[src/rtl/core/assert_macros.svh]
// Assertion macros shared by the event state machine RTL.
// No dependencies; included by modules that carry concurrent checks.
`ifndef ASSERT_MACROS_SVH
`define ASSERT_MACROS_SVH

// Clocked check, disabled while reset is asserted.
`define TDEF_ASSERT(label, clk, rst_n, prop, msg) \
    label: assert property (@(posedge clk) disable iff (!rst_n) prop) else $error(msg);

// Clocked check that also holds during reset.
`define TDEF_ASSERT_ALWAYS(label, clk, prop, msg) \
    label: assert property (@(posedge clk) prop) else $error(msg);

`endif

[src/rtl/core/tdef_pkg.sv]
// Types, codes and defaults for the table driven event state machine.
// No dependencies; imported by every module of the block.
package tdef_pkg;

    localparam int NUM_RULES_DEF = 16;
    localparam int NUM_TIMED_DEF = 8;

    typedef enum logic [2:0] {
        OP_LOAD_RULE  = 3'd0,
        OP_LOAD_TIMED = 3'd1,
        OP_FIRE       = 3'd2,
        OP_QUEUE      = 3'd3,
        OP_RUN        = 3'd4,
        OP_QUERY      = 3'd5,
        OP_REARM      = 3'd6
    } t_op;

    typedef enum logic [1:0] {
        KIND_FIRST = 2'd0,
        KIND_ACT   = 2'd1,
        KIND_TRANS = 2'd2,
        KIND_QUERY = 2'd3
    } t_kind;

    typedef enum logic [1:0] {
        REG_INIT_STATE = 2'd0,
        REG_RULES      = 2'd1,
        REG_TIMED      = 2'd2
    } t_reg;

    typedef enum logic [3:0] {
        S_IDLE,
        S_DISP,
        S_SRCH_RD,
        S_SRCH_EV,
        S_SDONE,
        S_ACT,
        S_PEND_RD,
        S_PEND_EV,
        S_TSCAN_RD,
        S_TSCAN_EV,
        S_TZERO,
        S_SWP_RD,
        S_SWP_EV,
        S_FLUSH
    } t_state;

    // where a re-arm sweep goes when it finishes
    typedef enum logic [1:0] {
        RET_DONE,
        RET_TSCAN,
        RET_TZERO
    } t_ret;

    typedef struct packed {
        logic [3:0] src;
        logic [3:0] tgt;
        logic [7:0] ev;
    } t_rule;

    typedef struct packed {
        logic [3:0]  src;
        logic [3:0]  tgt;
        logic [31:0] delay;
    } t_tcfg;

    typedef struct packed {
        logic [3:0] init_state;
        logic [4:0] rule_cnt;
        logic [3:0] timed_cnt;
    } t_cfg;

    typedef struct packed {
        t_kind      kind;
        logic [3:0] left;
        logic [3:0] entered;
        logic [3:0] slot;
        logic       timed;
        logic       answer;
        logic [3:0] present;
        logic       last;
    } t_result;

endpackage

[src/rtl/core/table_driven_event_fsm_unit.sv]
// Top level of the table driven event state machine: sequencer, result path.
// Depends on tdef_pkg, tdef_cfg_regs, tdef_rule_mem, tdef_timed_mem.
//
// Usage: an item is taken on a rising edge with start high and busy low.
// Loads write one table slot; fire, queue and query search the event rules
// in slot order; run reports first entry and state activity, takes a queued
// rule and then checks each timed rule; rearm restarts matching timers.
// Results leave one per cycle on o_result_valid; the last result of an item
// carries o_last. The receiver cannot stall, so nothing is held back.
// Table access: every visit is a read step and then an evaluate step on the
// single read port of the table. Each transition adds a re-arm sweep of the
// timed table, a queued rule a fetch of its slot, a timed rule a disarm step.
// Each result is held one step so the final one can carry o_last.
// Reset: synchronous, active low; state, counts and timers clear at once,
// the tables hold no contents until loaded. Configure only while idle.
module table_driven_event_fsm_unit
    import tdef_pkg::*;
#(
    parameter int NUM_RULES = NUM_RULES_DEF,
    parameter int NUM_TIMED = NUM_TIMED_DEF
) (
    input  logic        i_clk,
    input  logic        i_rst_n,
    input  logic        start,
    output logic        busy,
    input  logic [2:0]  i_op,
    input  logic [31:0] i_now_ms,
    input  logic [7:0]  i_event_code,
    input  logic [3:0]  i_entry_index,
    input  logic [3:0]  i_from_state,
    input  logic [3:0]  i_to_state,
    input  logic [31:0] i_interval_ms,
    input  logic        i_any_target,
    output logic        o_result_valid,
    output logic [1:0]  o_kind,
    output logic [3:0]  o_left_state,
    output logic [3:0]  o_entered_state,
    output logic [3:0]  o_rule_slot,
    output logic        o_was_timed,
    output logic        o_answer,
    output logic [3:0]  o_present_state,
    output logic        o_last,
    input  logic        psel,
    input  logic        penable,
    input  logic        pwrite,
    input  logic [3:0]  paddr,
    input  logic [31:0] pwdata,
    output logic [31:0] prdata,
    output logic        pready
);

`include "assert_macros.svh"

    localparam int RAW = (NUM_RULES > 1) ? $clog2(NUM_RULES) : 1;
    localparam int TAW = (NUM_TIMED > 1) ? $clog2(NUM_TIMED) : 1;
    localparam int RCW = $clog2(NUM_RULES + 1);
    localparam int TCW = $clog2(NUM_TIMED + 1);

    t_cfg cfg;
    logic init_we;

    tdef_cfg_regs u_cfg (
        .i_clk     (i_clk),
        .i_rst_n   (i_rst_n),
        .psel      (psel),
        .penable   (penable),
        .pwrite    (pwrite),
        .paddr     (paddr),
        .pwdata    (pwdata),
        .prdata    (prdata),
        .pready    (pready),
        .o_cfg     (cfg),
        .o_init_we (init_we)
    );

    // item registers
    t_op         r_op, n_op;
    logic [31:0] r_now, n_now;
    logic [7:0]  r_ev, n_ev;
    logic [3:0]  r_idx, n_idx;
    logic [3:0]  r_from, n_from;
    logic [3:0]  r_to, n_to;
    logic [31:0] r_ivl, n_ivl;
    logic        r_any, n_any;

    // control
    t_state         r_state, n_state;
    t_ret           r_ret, n_ret;
    logic [3:0]     r_cur, n_cur;
    logic           r_started, n_started;
    logic           r_pend_vld, n_pend_vld;
    logic [RAW-1:0] r_pend_slot, n_pend_slot;
    logic [RCW-1:0] r_ri, n_ri;
    logic [TCW-1:0] r_ti, n_ti;
    logic [TCW-1:0] r_tj, n_tj;
    logic           r_hit, n_hit;
    t_rule          r_hit_rule, n_hit_rule;
    logic [RAW-1:0] r_hit_slot, n_hit_slot;
    logic           r_hold_vld, n_hold_vld;
    t_result        r_hold, n_hold;
    logic           r_out_vld, n_out_vld;
    t_result        r_out, n_out;

    logic [RCW-1:0] rcnt;
    logic [TCW-1:0] tcnt;

    // memory ports
    logic           rule_we;
    logic [RAW-1:0] rule_raddr;
    t_rule          rule_wdata, rule_rdata;
    logic           tcfg_we, tstart_we;
    logic [TAW-1:0] t_waddr, t_raddr;
    t_tcfg          tcfg_wdata, tcfg_rdata;
    logic [31:0]    tstart_wdata, tstart_rdata;

    // helpers inside the next-state block
    logic           do_goto;
    logic [3:0]     g_src, g_tgt, g_slot;
    logic           g_timed;
    t_ret           g_ret;
    logic           e_req;
    t_result        e_res;
    logic [31:0]    elapsed;

    tdef_rule_mem #(.NUM_RULES(NUM_RULES)) u_rule_mem (
        .i_clk   (i_clk),
        .i_we    (rule_we),
        .i_waddr (RAW'(r_idx)),
        .i_wdata (rule_wdata),
        .i_raddr (rule_raddr),
        .o_rdata (rule_rdata)
    );

    tdef_timed_mem #(.NUM_TIMED(NUM_TIMED)) u_timed_mem (
        .i_clk      (i_clk),
        .i_rst_n    (i_rst_n),
        .i_cfg_we   (tcfg_we),
        .i_start_we (tstart_we),
        .i_waddr    (t_waddr),
        .i_wcfg     (tcfg_wdata),
        .i_wstart   (tstart_wdata),
        .i_raddr    (t_raddr),
        .o_rcfg     (tcfg_rdata),
        .o_rstart   (tstart_rdata)
    );

    always_comb begin
        if (32'(cfg.rule_cnt) >= NUM_RULES) rcnt = RCW'(NUM_RULES);
        else                                rcnt = RCW'(cfg.rule_cnt);
        if (32'(cfg.timed_cnt) >= NUM_TIMED) tcnt = TCW'(NUM_TIMED);
        else                                 tcnt = TCW'(cfg.timed_cnt);
    end

    assign busy       = (r_state != S_IDLE);
    assign rule_wdata = '{src: r_from, tgt: r_to, ev: r_ev};
    assign tcfg_wdata = '{src: r_from, tgt: r_to, delay: r_ivl};
    assign elapsed    = r_now - tstart_rdata;

    always_ff @(posedge i_clk) begin
        if (!i_rst_n) begin
            r_state     <= S_IDLE;
            r_ret       <= RET_DONE;
            r_cur       <= '0;
            r_started   <= 1'b0;
            r_pend_vld  <= 1'b0;
            r_pend_slot <= '0;
            r_hold_vld  <= 1'b0;
            r_out_vld   <= 1'b0;
        end else begin
            r_state     <= n_state;
            r_ret       <= n_ret;
            r_cur       <= n_cur;
            r_started   <= n_started;
            r_pend_vld  <= n_pend_vld;
            r_pend_slot <= n_pend_slot;
            r_hold_vld  <= n_hold_vld;
            r_out_vld   <= n_out_vld;
        end
    end

    always_ff @(posedge i_clk) begin
        r_op       <= n_op;
        r_now      <= n_now;
        r_ev       <= n_ev;
        r_idx      <= n_idx;
        r_from     <= n_from;
        r_to       <= n_to;
        r_ivl      <= n_ivl;
        r_any      <= n_any;
        r_ri       <= n_ri;
        r_ti       <= n_ti;
        r_tj       <= n_tj;
        r_hit      <= n_hit;
        r_hit_rule <= n_hit_rule;
        r_hit_slot <= n_hit_slot;
        r_hold     <= n_hold;
        r_out      <= n_out;
    end

    always_comb begin
        n_op        = r_op;
        n_now       = r_now;
        n_ev        = r_ev;
        n_idx       = r_idx;
        n_from      = r_from;
        n_to        = r_to;
        n_ivl       = r_ivl;
        n_any       = r_any;
        n_state     = r_state;
        n_ret       = r_ret;
        n_cur       = r_cur;
        n_started   = r_started;
        n_pend_vld  = r_pend_vld;
        n_pend_slot = r_pend_slot;
        n_ri        = r_ri;
        n_ti        = r_ti;
        n_tj        = r_tj;
        n_hit       = r_hit;
        n_hit_rule  = r_hit_rule;
        n_hit_slot  = r_hit_slot;
        n_hold_vld  = r_hold_vld;
        n_hold      = r_hold;
        n_out_vld   = 1'b0;
        n_out       = r_out;

        rule_we      = 1'b0;
        rule_raddr   = r_ri[RAW-1:0];
        tcfg_we      = 1'b0;
        tstart_we    = 1'b0;
        t_waddr      = r_ti[TAW-1:0];
        t_raddr      = r_ti[TAW-1:0];
        tstart_wdata = r_now;

        do_goto = 1'b0;
        g_src   = '0;
        g_tgt   = '0;
        g_slot  = '0;
        g_timed = 1'b0;
        g_ret   = RET_DONE;
        e_req   = 1'b0;
        e_res   = '0;
        e_res.present = r_cur;

        unique case (r_state)
            S_IDLE: begin
                if (start) begin
                    n_op    = t_op'(i_op);
                    n_now   = i_now_ms;
                    n_ev    = i_event_code;
                    n_idx   = i_entry_index;
                    n_from  = i_from_state;
                    n_to    = i_to_state;
                    n_ivl   = i_interval_ms;
                    n_any   = i_any_target;
                    n_state = S_DISP;
                end
            end
            S_DISP: begin
                n_ri    = '0;
                n_ti    = '0;
                n_tj    = '0;
                n_hit   = 1'b0;
                n_state = S_FLUSH;
                case (r_op)
                    OP_LOAD_RULE: begin
                        rule_we = (32'(r_idx) < NUM_RULES);
                    end
                    OP_LOAD_TIMED: begin
                        tcfg_we      = (32'(r_idx) < NUM_TIMED);
                        tstart_we    = tcfg_we;
                        t_waddr      = TAW'(r_idx);
                        tstart_wdata = 32'd0;
                    end
                    OP_FIRE, OP_QUEUE, OP_QUERY: begin
                        if (!r_started || rcnt == '0) n_state = S_SDONE;
                        else                          n_state = S_SRCH_RD;
                    end
                    OP_RUN: begin
                        if (!r_started) begin
                            n_started  = 1'b1;
                            e_req      = 1'b1;
                            e_res.kind = KIND_FIRST;
                        end
                        n_state = S_ACT;
                    end
                    OP_REARM: begin
                        n_ret = RET_DONE;
                        if (tcnt != '0) n_state = S_SWP_RD;
                    end
                    default: ;
                endcase
            end
            S_SRCH_RD: begin
                n_state = S_SRCH_EV;
            end
            S_SRCH_EV: begin
                if (rule_rdata.src == r_cur && rule_rdata.ev == r_ev) begin
                    n_hit      = 1'b1;
                    n_hit_rule = rule_rdata;
                    n_hit_slot = r_ri[RAW-1:0];
                    n_state    = S_SDONE;
                end else begin
                    n_ri = RCW'(r_ri + 1'b1);
                    if (n_ri == rcnt) n_state = S_SDONE;
                    else              n_state = S_SRCH_RD;
                end
            end
            S_SDONE: begin
                n_state = S_FLUSH;
                case (r_op)
                    OP_FIRE: begin
                        if (r_hit) begin
                            do_goto = 1'b1;
                            g_src   = r_hit_rule.src;
                            g_tgt   = r_hit_rule.tgt;
                            g_slot  = 4'(r_hit_slot);
                            g_ret   = RET_DONE;
                        end
                    end
                    OP_QUEUE: begin
                        if (r_hit) begin
                            n_pend_vld  = 1'b1;
                            n_pend_slot = r_hit_slot;
                        end
                    end
                    OP_QUERY: begin
                        e_req        = 1'b1;
                        e_res.kind   = KIND_QUERY;
                        e_res.answer = r_hit;
                    end
                    default: ;
                endcase
            end
            S_ACT: begin
                e_req      = 1'b1;
                e_res.kind = KIND_ACT;
                if (r_pend_vld) n_state = S_PEND_RD;
                else if (tcnt == '0) n_state = S_FLUSH;
                else n_state = S_TSCAN_RD;
            end
            S_PEND_RD: begin
                rule_raddr = r_pend_slot;
                n_state    = S_PEND_EV;
            end
            S_PEND_EV: begin
                n_pend_vld  = 1'b0;
                n_pend_slot = '0;
                do_goto     = 1'b1;
                g_src       = rule_rdata.src;
                g_tgt       = rule_rdata.tgt;
                g_slot      = 4'(r_pend_slot);
                g_ret       = RET_TSCAN;
            end
            S_TSCAN_RD: begin
                n_state = S_TSCAN_EV;
            end
            S_TSCAN_EV: begin
                if (tcfg_rdata.src == r_cur && tstart_rdata == 32'd0) begin
                    tstart_we = 1'b1;
                end
                if (tcfg_rdata.src == r_cur && tstart_rdata != 32'd0
                        && elapsed >= tcfg_rdata.delay) begin
                    do_goto = 1'b1;
                    g_src   = tcfg_rdata.src;
                    g_tgt   = tcfg_rdata.tgt;
                    g_slot  = 4'(r_ti);
                    g_timed = 1'b1;
                    g_ret   = RET_TZERO;
                end else begin
                    n_ti = TCW'(r_ti + 1'b1);
                    if (n_ti == tcnt) n_state = S_FLUSH;
                    else              n_state = S_TSCAN_RD;
                end
            end
            S_TZERO: begin
                // the taken timed rule disarms after its re-arm sweep
                tstart_we    = 1'b1;
                tstart_wdata = 32'd0;
                n_ti = TCW'(r_ti + 1'b1);
                if (n_ti == tcnt) n_state = S_FLUSH;
                else              n_state = S_TSCAN_RD;
            end
            S_SWP_RD: begin
                t_raddr = r_tj[TAW-1:0];
                n_state = S_SWP_EV;
            end
            S_SWP_EV: begin
                t_waddr   = r_tj[TAW-1:0];
                tstart_we = (tcfg_rdata.src == r_cur) &&
                            (r_op != OP_REARM || r_any || tcfg_rdata.tgt == r_to);
                n_tj = TCW'(r_tj + 1'b1);
                if (n_tj != tcnt) begin
                    n_state = S_SWP_RD;
                end else begin
                    unique case (r_ret)
                        RET_DONE:  n_state = S_FLUSH;
                        RET_TSCAN: begin
                            n_ti    = '0;
                            n_state = S_TSCAN_RD;
                        end
                        RET_TZERO: n_state = S_TZERO;
                        default:   n_state = S_FLUSH;
                    endcase
                end
            end
            S_FLUSH: begin
                if (r_hold_vld) begin
                    n_out_vld   = 1'b1;
                    n_out       = r_hold;
                    n_out.last  = 1'b1;
                    n_hold_vld  = 1'b0;
                end
                n_state = S_IDLE;
            end
            default: n_state = S_IDLE;
        endcase

        if (do_goto) begin
            e_req         = 1'b1;
            e_res.kind    = KIND_TRANS;
            e_res.left    = g_src;
            e_res.entered = g_tgt;
            e_res.slot    = g_slot;
            e_res.timed   = g_timed;
            e_res.present = g_tgt;
            n_cur         = g_tgt;
            n_tj          = '0;
            n_ret         = g_ret;
            if (tcnt != '0) begin
                n_state = S_SWP_RD;
            end else begin
                unique case (g_ret)
                    RET_DONE:  n_state = S_FLUSH;
                    RET_TSCAN: n_state = S_FLUSH;
                    RET_TZERO: n_state = S_TZERO;
                    default:   n_state = S_FLUSH;
                endcase
            end
        end

        // one result is held back so the final one can carry the last flag
        if (e_req) begin
            if (r_hold_vld) begin
                n_out_vld  = 1'b1;
                n_out      = r_hold;
                n_out.last = 1'b0;
            end
            n_hold     = e_res;
            n_hold_vld = 1'b1;
        end

        if (init_we && !r_started) begin
            n_cur = pwdata[3:0];
        end
    end

    assign o_result_valid  = r_out_vld;
    assign o_kind          = r_out.kind;
    assign o_left_state    = r_out.left;
    assign o_entered_state = r_out.entered;
    assign o_rule_slot     = r_out.slot;
    assign o_was_timed     = r_out.timed;
    assign o_answer        = r_out.answer;
    assign o_present_state = r_out.present;
    assign o_last          = r_out.last;

    `TDEF_ASSERT(a_hold_only_busy, i_clk, i_rst_n, !busy |-> !r_hold_vld, "held result while idle")
    `TDEF_ASSERT(a_last_gap, i_clk, i_rst_n, (r_out_vld && r_out.last) |=> !r_out_vld, "result after last")
    `TDEF_ASSERT(a_query_single, i_clk, i_rst_n, (r_out_vld && r_out.kind == KIND_QUERY) |-> r_out.last, "query answer not last")
    `TDEF_ASSERT(a_first_started, i_clk, i_rst_n, (r_out_vld && r_out.kind == KIND_FIRST) |-> r_started, "first entry before start")

endmodule

[src/rtl/core/tdef_cfg_regs.sv]
// APB configuration registers: initial state and the two table counts.
// Depends on tdef_pkg.
module tdef_cfg_regs
    import tdef_pkg::*;
(
    input  logic        i_clk,
    input  logic        i_rst_n,
    input  logic        psel,
    input  logic        penable,
    input  logic        pwrite,
    input  logic [3:0]  paddr,
    input  logic [31:0] pwdata,
    output logic [31:0] prdata,
    output logic        pready,
    output t_cfg        o_cfg,
    output logic        o_init_we
);

    t_cfg r_cfg;
    logic wr;
    t_reg idx;

    assign wr        = psel && penable && pwrite;
    assign idx       = t_reg'(paddr[3:2]);
    assign pready    = 1'b1;
    assign o_cfg     = r_cfg;
    assign o_init_we = wr && (idx == REG_INIT_STATE);

    always_ff @(posedge i_clk) begin
        if (!i_rst_n) begin
            r_cfg <= '0;
        end else if (wr) begin
            unique case (idx)
                REG_INIT_STATE: r_cfg.init_state <= pwdata[3:0];
                REG_RULES:      r_cfg.rule_cnt   <= pwdata[4:0];
                REG_TIMED:      r_cfg.timed_cnt  <= pwdata[3:0];
                default:        ;
            endcase
        end
    end

    always_comb begin
        unique case (idx)
            REG_INIT_STATE: prdata = {28'd0, r_cfg.init_state};
            REG_RULES:      prdata = {27'd0, r_cfg.rule_cnt};
            REG_TIMED:      prdata = {28'd0, r_cfg.timed_cnt};
            default:        prdata = '0;
        endcase
    end

endmodule

[src/rtl/core/tdef_rule_mem.sv]
// Event rule table: one write port, one read port, registered read data.
// Depends on tdef_pkg.
module tdef_rule_mem
    import tdef_pkg::*;
#(
    parameter int NUM_RULES = NUM_RULES_DEF,
    localparam int RAW = (NUM_RULES > 1) ? $clog2(NUM_RULES) : 1
) (
    input  logic           i_clk,
    input  logic           i_we,
    input  logic [RAW-1:0] i_waddr,
    input  t_rule          i_wdata,
    input  logic [RAW-1:0] i_raddr,
    output t_rule          o_rdata
);

    t_rule r_mem [NUM_RULES];
    t_rule r_rdata;

    always_ff @(posedge i_clk) begin
        if (i_we) begin
            r_mem[i_waddr] <= i_wdata;
        end
        r_rdata <= r_mem[i_raddr];
    end

    assign o_rdata = r_rdata;

endmodule

[src/rtl/core/tdef_timed_mem.sv]
// Timed rule table plus timer start words, one read and one write address.
// Depends on tdef_pkg. Start words read as zero until first written.
module tdef_timed_mem
    import tdef_pkg::*;
#(
    parameter int NUM_TIMED = NUM_TIMED_DEF,
    localparam int TAW = (NUM_TIMED > 1) ? $clog2(NUM_TIMED) : 1
) (
    input  logic           i_clk,
    input  logic           i_rst_n,
    input  logic           i_cfg_we,
    input  logic           i_start_we,
    input  logic [TAW-1:0] i_waddr,
    input  t_tcfg          i_wcfg,
    input  logic [31:0]    i_wstart,
    input  logic [TAW-1:0] i_raddr,
    output t_tcfg          o_rcfg,
    output logic [31:0]    o_rstart
);

    t_tcfg       r_cfg_mem   [NUM_TIMED];
    logic [31:0] r_start_mem [NUM_TIMED];
    logic [NUM_TIMED-1:0] r_start_vld;
    t_tcfg       r_rcfg;
    logic [31:0] r_rstart;
    logic        r_rvld;

    always_ff @(posedge i_clk) begin
        if (i_cfg_we) begin
            r_cfg_mem[i_waddr] <= i_wcfg;
        end
        if (i_start_we) begin
            r_start_mem[i_waddr] <= i_wstart;
        end
        r_rcfg   <= r_cfg_mem[i_raddr];
        r_rstart <= r_start_mem[i_raddr];
    end

    always_ff @(posedge i_clk) begin
        if (!i_rst_n) begin
            r_start_vld <= '0;
            r_rvld      <= 1'b0;
        end else begin
            if (i_start_we) begin
                r_start_vld[i_waddr] <= 1'b1;
            end
            r_rvld <= r_start_vld[i_raddr];
        end
    end

    assign o_rcfg   = r_rcfg;
    assign o_rstart = r_rvld ? r_rstart : 32'd0;

endmodule
[config.mk]
export PLATFORM = sky130hd
export DESIGN_NAME = table_driven_event_fsm_unit
export DESIGN_NICKNAME = d
export VERILOG_FILES = /design/src/rtl/core/tdef_pkg.sv /design/src/rtl/core/table_driven_event_fsm_unit.sv /design/src/rtl/core/tdef_cfg_regs.sv /design/src/rtl/core/tdef_rule_mem.sv /design/src/rtl/core/tdef_timed_mem.sv
export VERILOG_INCLUDE_DIRS = /design/src /design/src/rtl/core
export SDC_FILE = /design/constraint.sdc
export NUM_CORES = 1
export LEC_CHECK = 0
export BUFFER_PORTS_ARGS = -buffer_cell sky130_fd_sc_hd__buf_4
export CAP_MARGIN = 0
export CORE_ASPECT_RATIO = 0.7
export CORE_MARGIN = 2
export CORE_UTILIZATION = 50
export DETAILED_ROUTE_END_ITERATION = 10
export GPL_ROUTABILITY_DRIVEN = 0
export PLACE_DENSITY_LB_ADDON = 0.05
export SYNTH_ARGS = -nofsm -noshare
export SYNTH_HDL_FRONTEND = slang
export SYNTH_SLANG_ARGS = --single-unit
[constraint.sdc]
create_clock -name i_clk -period 5.9 [get_ports i_clk]
set_input_delay 1.475 -clock i_clk [delete_from_list [all_inputs] [get_ports i_clk]]
set_output_delay 1.475 -clock i_clk [all_outputs]
set_load 0.01 [all_outputs]
==> results of run 1 <==
-- cell type report --
class | instances | area (um^2) | share of cell area [%]
Clock buffer | 147 | 3010 | 5.95
Inverter | 61 | 229 | 0.453
Sequential cell | 1115 | 32200 | 63.6
Timing Repair Buffer | 203 | 1640 | 3.24
Clock inverter | 46 | 400 | 0.792
Multi-Input combinational cell | 1162 | 11700 | 23.1
Tap cell | 1162 | 1450 | 2.88
-- cell families (layout without fill, tap and decap cells) --
| kind of cell | after synthesis | after routing | share of synthesized area (%) |
|---|---|---|---|
| AO/OA/AOI/OAI | 244 | 244 | 3.81 |
| other | 2 | 28 | 0.0169 |
| XOR/XNOR | 62 | 62 | 1.22 |
| AND/OR/NAND/NOR | 427 | 427 | 4.80 |
| multiplexers | 331 | 331 | 13.6 |
| buffers and inverters | 185 | 457 | 2.06 |
| adder cells (fa/ha/maj) | 70 | 70 | 1.99 |
| flip-flops | 1115 | 1115 | 72.5 |
-- repair_timing --
action,CTS,global route
cloned,0,2
endpoints found under the setup margin,21,80
resized for setup,1,10
setup buffers,0,3
hold buffers,0,0
pin swaps,0,3
-- registers in the layout, summed over array words and instances (netlist names), 5 cells and up, named ones only --
| register | cells |
|---|---|
| u_cfg.o_cfg | 13 |
| u_rule_mem.o_rdata | 16 |
| r_now | 32 |
| r_ev | 8 |
| u_timed_mem.r_start_mem | 256 |
| u_rule_mem.r_mem | 256 |
| r_hit_rule | 8 |
| r_ri | 5 |
| u_timed_mem.r_start_vld | 8 |
| r_ivl | 32 |
| u_timed_mem.r_rstart | 32 |
| u_timed_mem.o_rcfg | 40 |
| u_timed_mem.r_cfg_mem | 320 |
| r_hold | 20 |
-- worst max-delay path, delay by kind of cell (launching register included) --
family | cells | cell delay (ps)
adder cells (fa/ha/maj) | 3 | 870
AO/OA/AOI/OAI | 9 | 2370
AND/OR/NAND/NOR | 6 | 960
buffers and inverters | 5 | 690
flip-flops | 1 | 340
XOR/XNOR | 1 | 100
-- layer usage --
metal	GRT usage (%)	vias up	share of wire, %
li1	-	10023	-
met2	34.9	522	49
met3	3.55	137	4.5
met4	5.08	0	2.0
met5	0	-	0
met1	30.2	11473	45
-- cell usage after synthesis (all sizes together) (50+ instances only) --
library cell,instances
mux2,73
nand2,116
edfxtp,983
dfxtp,132
mux4,210
ha,69
buf,74
inv,61
nor2,106
clkbuf,50
and2,56
o21ai,54
-- report_power, final --
group | internal [mW] | total [mW] | leakage [nW] | switching, mW
Sequential | 9.78 | 10.5 | 10.0 | 0.728
Clock | 3.81 | 6.63 | 1.68 | 2.82
Combinational | 2.35 | 5.20 | 5.26 | 2.85
Total | 15.9 | 22.3 | 16.9 | 6.40
-- final timing paths --
check	cells past startpoint	end
hold / removal	0	r_hit_rule[10]
setup / recovery	24	register
hold reg to reg	0	r_hit_rule[10]
setup reg to reg	24	register
-- metrics by stage --
stage          cells  setup slack (ps)
2_1_floorplan   2462               391
3_3_place_gp    3698              95.2
3_5_place_dp    3698             -29.9
4_1_cts         3891              36.4
5_1_grt         3896             -21.9
6_report        3896               275
-- cells in the final DEF, fill, tap and decap left out, types with 53 or more instances in the layout --
| master | count |
|---|---|
| dfxtp_1 | 132 |
| nand2_1 | 115 |
| o21ai_0 | 53 |
| mux2_2 | 73 |
| clkbuf_16 | 108 |
| and2_1 | 55 |
| nor2_1 | 89 |
| inv_1 | 60 |
| mux4_2 | 210 |
| ha_1 | 69 |
| edfxtp_1 | 983 |
| buf_4 | 192 |
==> run summary, run 1 <==
Cells after Synth - 2436
Worst-Skew Late Latency - 690 ps
Worst setup SP type - register
worst reg2reg startpoint - u_timed_mem.r_rvld
Post-synth ARST share - 0%
HP Class - register to register
initial antenna violation count - 0
TritonRoute pass-1 iters - 7
post-synthesis sequential area ratio - 72.5%
count of state elements after synthesis - 1115
port bufs - 128
Final Hold Slack - 446 ps
all-layer global routing usage - 21.3%
core area - 88000 um^2
# IOs - 186
Root Buffer - clkbuf_16
crit path max-delay cell type - a2111oi_4
total die area - 91200 um^2
grt total ovfl - 0
Crit path arrival time - 6010 ps
largest area contributor in the netlist - edfxtp_1
Final Setup Violations - 0
crit path launch - u_timed_mem.r_rvld
setup tns final - 0 ps
final hold vios - 0
Total Power - 22.3 mW
cell area power density - 442 nW/um^2
htree depth - 3
Starting Density - 50.4%
Worst-Margin Slew - 1310 ps
Final min period - 5630 ps
die height - 253 um
Util after Layout - 57.4%
Slew HR - 12.4%
max cap viols - 0
Bufs on Longest Clock Path - 3
Worst R2R Setup Slack - 270 ps
mean post-synth cell area - 18.2 um^2
Cell Area, Synth - 44400 um^2
Slew Viols, Final - 0
Fill cells - 6710
final design instance area without fill - 50600 um^2
Synth Warn # - 0
Post-synth EDFFs - 983
Cell variety after synth - 71
Post-Route WL - 96.3 mm
top post-synthesis cells by area - edfxtp_1 (67%), mux4_2 (11%), dfxtp_1 (6.0%)
Rows - 91
Final #Nets - 2847
Layout area overhead - 13.9%
min-delay src - u_rule_mem.o_rdata[10]
CTS tree - yes
width of the die - 360 um
CP required - 6290 ps
diodes inserted - 0
Worst setup EP type - register
largest net degree at the start of global routing - 77
Crit path largest cell delay - 470 ps
Routed Antenna Nets - 0
top_reg_cell synth - edfxtp_1
DRC Markers - 0
post-DR wirelength/cell - 24.7 um
Max IR drop VDD - 272 uV
Post-DP Area - 47100 um^2
CTS Buf Count - 104
Worst Path Max Fanout - 21
Fmax - 178 MHz
post-DP HPWL - 57.6 mm
share of layout cells above drive strength 1 - 25.7%
vias in the first global route - 22738
first-pass GRT wire length - 143 mm
overall via count from detail_route - 22155
top cell type's share of synthesized area - 66.5%
Critical Path, Cell by Cell - and2_1, ha_1, inv_1, fa_1, a21o_1, a221o_1, a211oi_2, buf_4, nor4bb_2, o31ai_2, o311ai_1, a21oi_1, xnor2_1, ha_1, nand4_1, nor3_2, and4_1, o211ai_1, a2111oi_4, buf_12, a2111oi_4, and2_4, inv_1, buf_12
Iteration-0 DRC Markers - 1945
clk slew on worst S/H paths - 60 ps
status - completed
Crit Path Category - register to register
Leak - 16.9 nW
Post-Route Skew - 19.8 ps
Vias/cell - 5.69
Clock Sinks - 1115
final period utilization - 95.3%
Note: power is estimated with default switching activity, not from simulation.
==> inputs of run 2 (changes only) <==
--- a/config.mk
+++ b/config.mk
@@ -11,6 +11,7 @@
 export CORE_ASPECT_RATIO = 0.7
 export CORE_MARGIN = 2
 export CORE_UTILIZATION = 50
+export CTS_BUF_LIST = sky130_fd_sc_hd__clkbuf_16
 export DETAILED_ROUTE_END_ITERATION = 10
 export GPL_ROUTABILITY_DRIVEN = 0
 export PLACE_DENSITY_LB_ADDON = 0.05
==> run 2 against run 1 <==
  * Total power fell by 1.2%
  * Largest cell class unchanged
  * Worst setup slack improved by 8.7 ps
  * Clock skew is 1.1 ps higher
  * Final area down 0.36%
  * Core utilization fell by 0.20 points
  * Via count increased by 0.11%
  * Final cell count unchanged
  * Worst hold slack got worse by 2.0 ps
  * Register-to-register slack about the same
  * Global-route usage about the same
  * Flip-flop and latch count is the same
==> run summary, run 2 (synthesis results as in run 1) <==
Starting Density - 50.4%
Max IR drop VDD - 275 uV
diodes inserted - 0
port bufs - 128
Int Pwr - 15.7 mW
Worst setup EP type - register
TritonRoute pass-1 iters - 6
Final WS setup - 284 ps
post-DR wirelength/cell - 24.7 um
CTS tree - yes
first-pass GRT wire length - 143 mm
Most flops, register - u_timed_mem.r_cfg_mem
Switching Fraction - 29.0%
Top delay family on crit path - compound AO/OA/AOI/OAI gates
Layout area overhead - 13.5%
clk slew on worst S/H paths - 60 ps
most common cell after layout, fill and taps aside - edfxtp_1
DRC Markers - 0
final period utilization - 95.2%
status - completed
Total Power - 22.1 mW
most frequent cells in the layout - edfxtp_1 (983), mux4_2 (210), buf_4 (192)
initial antenna violation count - 0
Worst-Skew Late Latency - 690 ps
Root Buffer - clkbuf_16
Rows - 91
max FFs per register - 320
Top Registers - u_timed_mem.r_cfg_mem: 320 flops, u_rule_mem.r_mem: 256 flops, u_timed_mem.r_start_mem: 256 flops
Leak - 16.9 nW
CP required - 6330 ps
Clock Sinks - 1115
clock share of power - 28.8%
post-DP HPWL - 57.6 mm
Iteration-0 DRC Markers - 2140
met2 Use GR - 34.9%
Crit Path Category - register to register
Slew HR - 12.4%
hold buffers post-CTS - 0
final hold vios - 0
width of the die - 360 um
vias in the first global route - 22760
Fmax - 178 MHz
switching power - 6.40 mW
Worst Path Max Fanout - 12
htree depth - 3
Fill cells - 6739
Crit path largest cell delay - 420 ps
max cap viols - 0
share of layout cells above drive strength 1 - 25.1%
gr busiest metal - met2
Final Setup Violations - 0
Routed Antenna Nets - 0
HP Class - register to register
Worst-Margin Slew - 1310 ps
largest net degree at the start of global routing - 77
crit path max-delay cell type - fa_1
core area - 88000 um^2
pre-CTS setup slack - -29.9 ps
Critical Path, Cell by Cell - and2_1, ha_1, inv_1, fa_1, a21o_1, a221o_1, a211oi_2, buf_4, nor2_1, o2111a_1, o21ai_1, nor2b_1, xnor2_1, ha_1, and4_1, a211o_1, a211oi_2, buf_4, a2111oi_4, buf_12, a2111oi_4, and2_4, clkbuf_4, nor2_1
die height - 253 um
overall via count from detail_route - 22179
Crit path arrival time - 6050 ps
Bufs on Longest Clock Path - 3
Vias/cell - 5.69
all-layer global routing usage - 21.3%
total die area - 91200 um^2
Post-Route Skew - 20.9 ps
# IOs - 186
combinational fraction of design power - 23.6%
CP Buf/Inv Count - 5
grt total ovfl - 0
CTS Buf Count - 104
met1 Resource Use GR - 30.1%
met3 usage - 3.52%
Final #Nets - 2847
cell area power density - 438 nW/um^2
Worst setup SP type - register
Post-Route WL - 96.4 mm
Slew Viols, Final - 0
Seq pwr share - 47.6%
Final min period - 5620 ps
[run 2: cell types whose count changed in the layout (fill, tap and decap cells not counted)]
cell / delta
clkbuf_1: -22
clkbuf_8: -18
clkinv_1: +18
inv_1: +22
[run 2: per-layer routing]
| layer | share of wire [%] | vias to the layer above | wire [um] |
|---|---|---|---|
| met1 | 44 | 11474 | 42800 |
| met2 | 49 | 547 | 47200 |
| met5 | 0 | - | 0 |
| met3 | 4.6 | 137 | 4410 |
| met4 | 2.0 | 0 | 1960 |
| li1 | - | 10021 | - |
[run 2: power groups by stage]
stage               Clock, mW  Combinational, mW  Sequential [mW]
floorplan                   0               3.79             10.3
global placement            0               5.15             10.7
detailed placement          0               5.24             10.7
CTS                      6.52               5.28             10.5
global route             6.80               5.69             10.6
finish                   6.35               5.20             10.5
[run 2: layout make-up]
| cell class | count | area [um^2] | share of cell area [%] |
|---|---|---|---|
| sequential | 1115 | 32200 | 63.8 |
| multi-input combinational | 1162 | 11700 | 23.2 |
| clock buffer | 107 | 2680 | 5.32 |
| timing repair buffer | 203 | 1640 | 3.25 |
| tap | 1162 | 1450 | 2.89 |
| clock inverter | 86 | 551 | 1.09 |
| inverter | 61 | 229 | 0.455 |
[run 2: worst register-to-register path: stages, from the launching register on]
cell,delay [ps]
dfxtp_1,340
and2_1,130
ha_1,150
inv_1,60
fa_1,420
a21o_1,200
a221o_1,400
a211oi_2,290
buf_4,170
nor2_1,80
o2111a_1,260
o21ai_1,170
nor2b_1,190
xnor2_1,170
ha_1,290
and4_1,240
a211o_1,300
a211oi_2,180
buf_4,190
a2111oi_4,90
buf_12,200
a2111oi_4,340
and2_4,230
clkbuf_4,220
nor2_1,70
[run 2: timing repair]
item	in CTS	in global routing
gates resized for setup	1	10
setup endpoints to repair	21	80
cloned	0	2
buffers inserted	0	3
pin swaps	0	3
[run 2: final timing paths]
| check | endpoint | slack (ps) | depth (start not counted) | startpoint |
|---|---|---|---|---|
| setup / recovery | register | 280 | 24 | u_timed_mem.r_rvld |
| hold / removal | r_hit_rule[10] | 440 | 0 | u_rule_mem.o_rdata[10] |
| setup reg to reg | register | 280 | 24 | u_timed_mem.r_rvld |
| hold reg to reg | r_hit_rule[10] | 440 | 0 | u_rule_mem.o_rdata[10] |
[run 2: per-stage QoR]
stage               instances  utilization (%)  TNS (ps)  hold WS (ps)  instance area, um^2
finish                   3896             57.2         0           444                50400
global route             3896             57.2      -536           460                50400
CTS                      3891             57.1         0           446                50300
detailed placement       3698             53.5      -608           430                47100
global placement         3698             53.5         0           427                47100
floorplan                2462                -         0           409                44500
